===== src/hw/rtl/ipbp_pkg.sv =====
// Shared types, constants and elaboration-time functions of the image point to board polar block.
package ipbp_pkg;

  typedef logic signed [31:0] cval_t;
  typedef logic [31:0] angle_t;

  localparam int GUARD = 12;
  localparam int TAB_LEN = 24;
  localparam int GAIN_FRAC = 30;
  localparam int SCALE_FRAC = 16;
  localparam int OFF_W = 22;
  localparam int DIST_W = 21;
  localparam int BEAR_W = 16;
  localparam int MM_W = 20;
  localparam int PROD_W = 54;

  localparam logic [1:0] REG_ORIGIN_X = 2'd0;
  localparam logic [1:0] REG_ORIGIN_Y = 2'd1;
  localparam logic [1:0] REG_FRAME_ANGLE = 2'd2;
  localparam logic [1:0] REG_MM_PER_PIXEL = 2'd3;

  localparam angle_t ATAN_TAB [TAB_LEN] = '{
    32'd536870912, 32'd316933406, 32'd167458907, 32'd85004756, 32'd42667331,
    32'd21354465, 32'd10680862, 32'd5340245, 32'd2670163, 32'd1335087,
    32'd667544, 32'd333772, 32'd166886, 32'd83443, 32'd41722, 32'd20861,
    32'd10430, 32'd5215, 32'd2608, 32'd1304, 32'd652, 32'd326, 32'd163, 32'd81
  };

  function automatic angle_t quant_angle(angle_t a, int s);
    angle_t half;
    angle_t sum;
    if (s == 0) begin
      return a;
    end
    half = angle_t'(1) << (s - 1);
    sum = a + half;
    return (sum >> s) << s;
  endfunction

  function automatic logic [30:0] inv_gain_q30(int n);
    logic [63:0] k2;
    logic [63:0] rem;
    logic [63:0] res;
    logic [63:0] bitv;
    logic [63:0] num;
    logic [63:0] quo;
    logic [63:0] part;
    k2 = 64'd1 << 60;
    for (int i = 0; i < n; i++) begin
      k2 = k2 + (k2 >> (2 * i));
    end
    rem = k2;
    res = 64'd0;
    bitv = 64'd1 << 62;
    for (int j = 0; j < 32; j++) begin
      if (bitv > rem) begin
        bitv = bitv >> 2;
      end
    end
    for (int j = 0; j < 32; j++) begin
      if (bitv != 64'd0) begin
        if (rem >= res + bitv) begin
          rem = rem - (res + bitv);
          res = (res >> 1) + bitv;
        end else begin
          res = res >> 1;
        end
        bitv = bitv >> 2;
      end
    end
    num = (64'd1 << 60) + (res >> 1);
    quo = 64'd0;
    part = 64'd0;
    for (int b = 63; b >= 0; b--) begin
      part = {part[62:0], num[b]};
      if (part >= res) begin
        part = part - res;
        quo[b] = 1'b1;
      end
    end
    return quo[30:0];
  endfunction

  function automatic logic signed [OFF_W-1:0] sat_off(logic signed [25:0] v);
    if (v > 26'sd2097151) begin
      return 22'sd2097151;
    end else if (v < -26'sd2097152) begin
      return -22'sd2097152;
    end
    return v[OFF_W-1:0];
  endfunction

  function automatic logic [DIST_W-1:0] sat_dist(logic signed [25:0] v);
    if (v < 26'sd0) begin
      return '0;
    end else if (v > 26'sd2097151) begin
      return 21'd2097151;
    end
    return v[DIST_W-1:0];
  endfunction

endpackage


===== src/hw/rtl/ipbp_gain.sv =====
// Two-stage removal of the CORDIC gain: Q30 multiply, then round half up.
module ipbp_gain #(
  parameter logic [30:0] KINV = 31'd652032874
) (
  input  logic          clk,
  input  logic          en,
  input  ipbp_pkg::cval_t v_in,
  output ipbp_pkg::cval_t v_out
);
  import ipbp_pkg::*;

  localparam logic signed [31:0] KM = {1'b0, KINV};

  logic signed [62:0] prod;
  logic signed [62:0] rnd;

  assign rnd = prod + (63'sd1 <<< (GAIN_FRAC - 1));

  always_ff @(posedge clk) begin
    if (en) begin
      prod <= 63'(v_in) * 63'(KM);
      v_out <= rnd[GAIN_FRAC+31:GAIN_FRAC];
    end
  end
endmodule


===== config.mk =====
export PLATFORM = sky130hd
export DESIGN_NAME = ipbp_gain
export DESIGN_NICKNAME = d
export VERILOG_FILES = /design/src/hw/rtl/ipbp_pkg.sv /design/src/hw/rtl/ipbp_gain.sv
export SDC_FILE = /design/constraint.sdc
export NUM_CORES = 1
export LEC_CHECK = 0
export ABC_AREA = 1
export BUFFER_PORTS_ARGS = -buffer_cell sky130_fd_sc_hd__buf_4
export CORE_MARGIN = 4
export CORE_UTILIZATION = 28
export CTS_CLUSTER_SIZE = 8
export DETAILED_ROUTE_END_ITERATION = 10
export GPL_TIMING_DRIVEN = 0
export PLACE_DENSITY = 0.43
export SYNTH_ARGS = -nofsm -noshare
export SYNTH_HDL_FRONTEND = slang
export SYNTH_SLANG_ARGS = --single-unit

===== constraint.sdc =====
create_clock -name clk -period 8.9 [get_ports clk]
set_input_delay 1.78 -clock clk [delete_from_list [all_inputs] [get_ports clk]]
set_output_delay 1.78 -clock clk [all_outputs]
set_load 0.02 [all_outputs]

After elaboration in Yosys (flattened, before gate mapping)

Cells that the tools add are included.

Multipliers: 1
Add/subtract/negate cells: 1

Operators with widths:

| kind                   | number |
|---|---|
| $add 62x31->62 const B | 1 |
| $mul 32x30->61 const B | 1 |

Flip-flop bits (word level): 93
Bits of input ports: 34
Word-level logic and storage cells: 4
Output and inout bits: 32

Logic depth before layout (Yosys ltp)

Word-level depth: 1
Depth in mapped cells: 30
Gate-level depth less buffers: 29

Worst setup path after synthesis

Ideal clock, no wire load.

Path type: input port to flip-flop
From: input v_in[17]
To: register prod[53], data pin
Path slack: 1.612 ns
Arrival: 7.035 ns
Stages: 23
Cell sequence: ha_1 > clkbuf_1 > xor2_1 > ha_1 > o21bai_1 > fa_1 > inv_1 > fa_1 > inv_1 > fa_1 > fa_1 > fa_1 > inv_1 > fa_1 > inv_1 > ha_1 > nand2_1 > nor2_1 > nand2_1 > nor4_1 > nand2_1 > nand3_1 > nand2_1

Longest elaborated chain between the ends: 1

RTL lines:

| item                 | RTL line        | text |
|---|---|---|
| from (decl)          | ipbp_gain.sv:7  | `input ipbp_pkg::cval_t v_in,` |
| $mul 32x30->61       | ipbp_gain.sv:21 | `prod <= 63'(v_in) * 63'(KM);` |
| to (signal assigned) | ipbp_gain.sv:21 |  |
| to (decl)            | ipbp_gain.sv:14 | `logic signed [62:0] prod;` |

No other way between the ends.
A chain may end at the register's enable or synchronous reset.

Worst setup path after layout

From: input v_in[17]
To: register prod[60], data pin

Same word-level chain as after synthesis.

==> metrics.md <==
| Metric | Value |
|---|---|
| Max-cap viol count | 0 |
| Final WL | between 70000 and 80000 um |
| RSZ-0062 raised after global routing | false |
| Pin count of the biggest net entering global routing | 66 |
| Worst R2R Start | prod[29] |
| Synth top area share | a little over a third |
| Cts hold-fix bufs | 0 |
| Top post-synthesis cells by count | inv_1 (874), nand2_1 (488), fa_1 (425) |
| Async S/R FF share, synth | 0% |
| WL/cell | between 15 and 20 um |
| Max Fclk | about 0.12 GHz |
| Die Area | between 80000 and 90000 um^2 |
| M1 WL | 36000 um |
| Arrival @ worst endpoint | 8300 ps |
| Root buffer cell | clkbuf_16 |
| Clock buffer depth | 2 |
| Ant diodes | 0 |
| Slowest stage delay, CP | between 600 and 700 ps |
| Core area | 82600 um^2 |
| Main area contributors after synthesis | fa_1 (36%), ha_1 (19%), inv_1 (14%) |
| EDFF count, synth | 65 |
| Fin crit period | a little over 8000 ps |
| Setup WS pre-CTS | about 400 ps |
| DR vias/cell | approximately 4.3 |
| Vias in the first global route | about 18000 |
| Sequence of cells on the critical path | buf_4, ha_1, clkbuf_1, xor2_1, ha_1, a21oi_1, fa_1, inv_1, fa_1, fa_1, fa_1, fa_1, inv_1, fa_1, inv_1, ha_1, a21oi_1, o21ai_0, a21oi_1, nand2_1, a21oi_1, nand2_1, nand2_1, nand2_1 |
| Critical Path Start Type | input port |
| Fill count | 8935 |
| Slew @ Worst Pin | around 800 ps |
| Via count | 17000 |
| Critical path's slowest cell | fa_1 |
| Mapped Avg Cell Area | 8.46 um^2 |
| Setup TNS | 0 ps |
| CP most frequent cell | fa_1 |
| Worst Path Max Fanout | 7 |
| Setup Fix Bufs, Post-CTS | 0 |
| Most common cell in the netlist | inv_1 |
| Yosys reg bits | between 60 and 70 |
| Initial antenna violation count | 0 |
| # clock sinks | 65 |
| Fin crit share | 92.3% |
| H-tree Lvls | 3 |
| Num CTS Buffers | 9 |
| Core Util, Final | 31.0% |
| Layout cells sized above 1 | under 10% |
| Top routing layer in use | met4 |
| DRC viols | 0 |
| Rel. slew slack | roughly 47% |
| Outcome | complete, no violations |
| Clock slew at reported path FFs | roughly 50 ps |
| PnR worst setup slack | 688 ps |
| First-pass GRT wire length | 115000 um |
| Synth cell types | 33 |
| CP endpoint kind | flop |
| # port buffers | 65 |
| Hold Path Class | reg -> reg |
| WP data required | between 8000 and 9000 ps |
| Iteration count of the initial detailed-routing pass | 5 |
| Family with the most delay on the worst path | adder cells |
| GR Overflow Total | 0 |
| Met2 wire length | ~36000 um |
| HP Start | prod[61] |
| Register area | 1950 um^2 |
| Final Hold Vio Count | 0 |
| Hpwl dp | between 60000 and 70000 um |
| Post-synth top flop | edfxtp_1 |
| Final Skew | between 10 and 15 ps |
| Leading area contributor after synthesis | fa_1 |
| Slew Viols, Final | 0 |
| Die H | about 300 um |
| NumNets Final | approximately 3700 |
| Seq/Total Area, Yosys | slightly above 8% |
| Syn Std Cell Area | ~23000 um^2 |
| Cells after Synth | roughly 2800 |
| R2r worst-path depth | 6 |
| CTS tree | done |
| Final antenna-violating net count | 0 |
| R2r setup slk | 7040 ps |
| Yosys Warn Count | 0 |
| 1st-iter DRT viols | a little under 900 |
| Area of the multi-input gates | ~18000 um^2 |
| Hold Crit Depth | 1 |
| Num ports | 66 |
| Initial Util | between 20% and 30% |
| GPL Wtd Cong | approximately 0.92 |
| Area delta synth->final | 9.09% |
| FF-to-FF End | v_out[29] |
| WS Path Type | in -> reg |
| Buf/Inv on CP | 5 |
| # resized after CTS | 0 |
| Hold Slack | between 500 and 600 ps |
| Mapped Nets | 3594 |
| GRT Total Usage | between 15 and 20% |
| Die Wd | about 300 um |
| Final setup vio count | 0 |
| Worst-skew pair later-pin latency | roughly 330 ps |
| Min-Delay Endpoint | v_out[31] |
| Row count | between 100 and 150 |
| Met3 WL | ~2500 um |
==> worst max-delay path by stage <==
stage | start | endpoint | slack [ps] | cells after the start
final | v_in[17] | prod[60] | 690 | 24
after global routing | v_in[17] | prod[60] | 340 | 24
after CTS | v_in[17] | prod[60] | 730 | 24
after detailed placement | v_in[17] | prod[60] | 400 | 24
after global placement | v_in[17] | prod[60] | 340 | 24
after floorplan | v_in[17] | prod[53] | 1610 | 23
==> state kept, by name, summed over array words and instances (netlist names) <==
signal,count
prod,33
v_out,32
==> cells in the final DEF, fill, tap and decap left out, types with 2 or more instances in the layout <==
master / n
nor3_1: 9
xor2_1: 98
nand3b_1: 3
buf_2: 5
o21a_1: 3
nor2_2: 2
nand4_1: 23
nand2_1: 488
clkinv_2: 2
a22o_1: 4
xnor2_1: 35
fa_1: 425
clkinvlp_4: 2
clkbuf_1: 5
nor4_1: 9
inv_1: 873
o21ai_0: 30
a21o_1: 7
ha_1: 359
or2_2: 3
nor2_1: 128
o21bai_1: 31
edfxtp_1: 65
a21oi_1: 91
nor2_4: 2
and2_1: 5
clkbuf_16: 9
nand3_2: 2
buf_4: 65
nand2_2: 2
o22ai_1: 3
nand3_1: 61
==> final cells by class <==
cell class,instances,share of cell area (%)
inverter,874,12.8
timing repair buffer,66,1.98
sequential,65,7.62
buffer,9,0.156
clock buffer,10,0.894
tap,1070,5.23
clock inverter,6,0.230
multi-input combinational,1828,71.1
==> cells by family after synthesis <==
family	Yosys count	share of synthesized area [%]
adders and majority gates	784	55.4
and+or+nand+nor	741	13.0
buffers and inverters	883	14.1
muxes	1	0.0480
AOI/OAI and AO/OA	169	4.12
DFF	65	8.32
xor gates and xnor gates	133	4.96
==> metrics by stage <==
stage	std cells	cell area [um^2]
after floorplan	2776	23500
after global placement	3911	25300
after detailed placement	3912	25300
after CTS	3928	25600
after global routing	3928	25600
final	3928	25600
==> metal layers <==
metal	up-vias	GRT usage, %
met3	36	0.956
li1	8362	-
met5	-	0
met1	8341	24.3
met2	269	30.0
met4	0	1.97
Power is left out: the tool's default activity adds up to more than one toggle a clock period on the data nets, which glitch-free logic cannot reach.
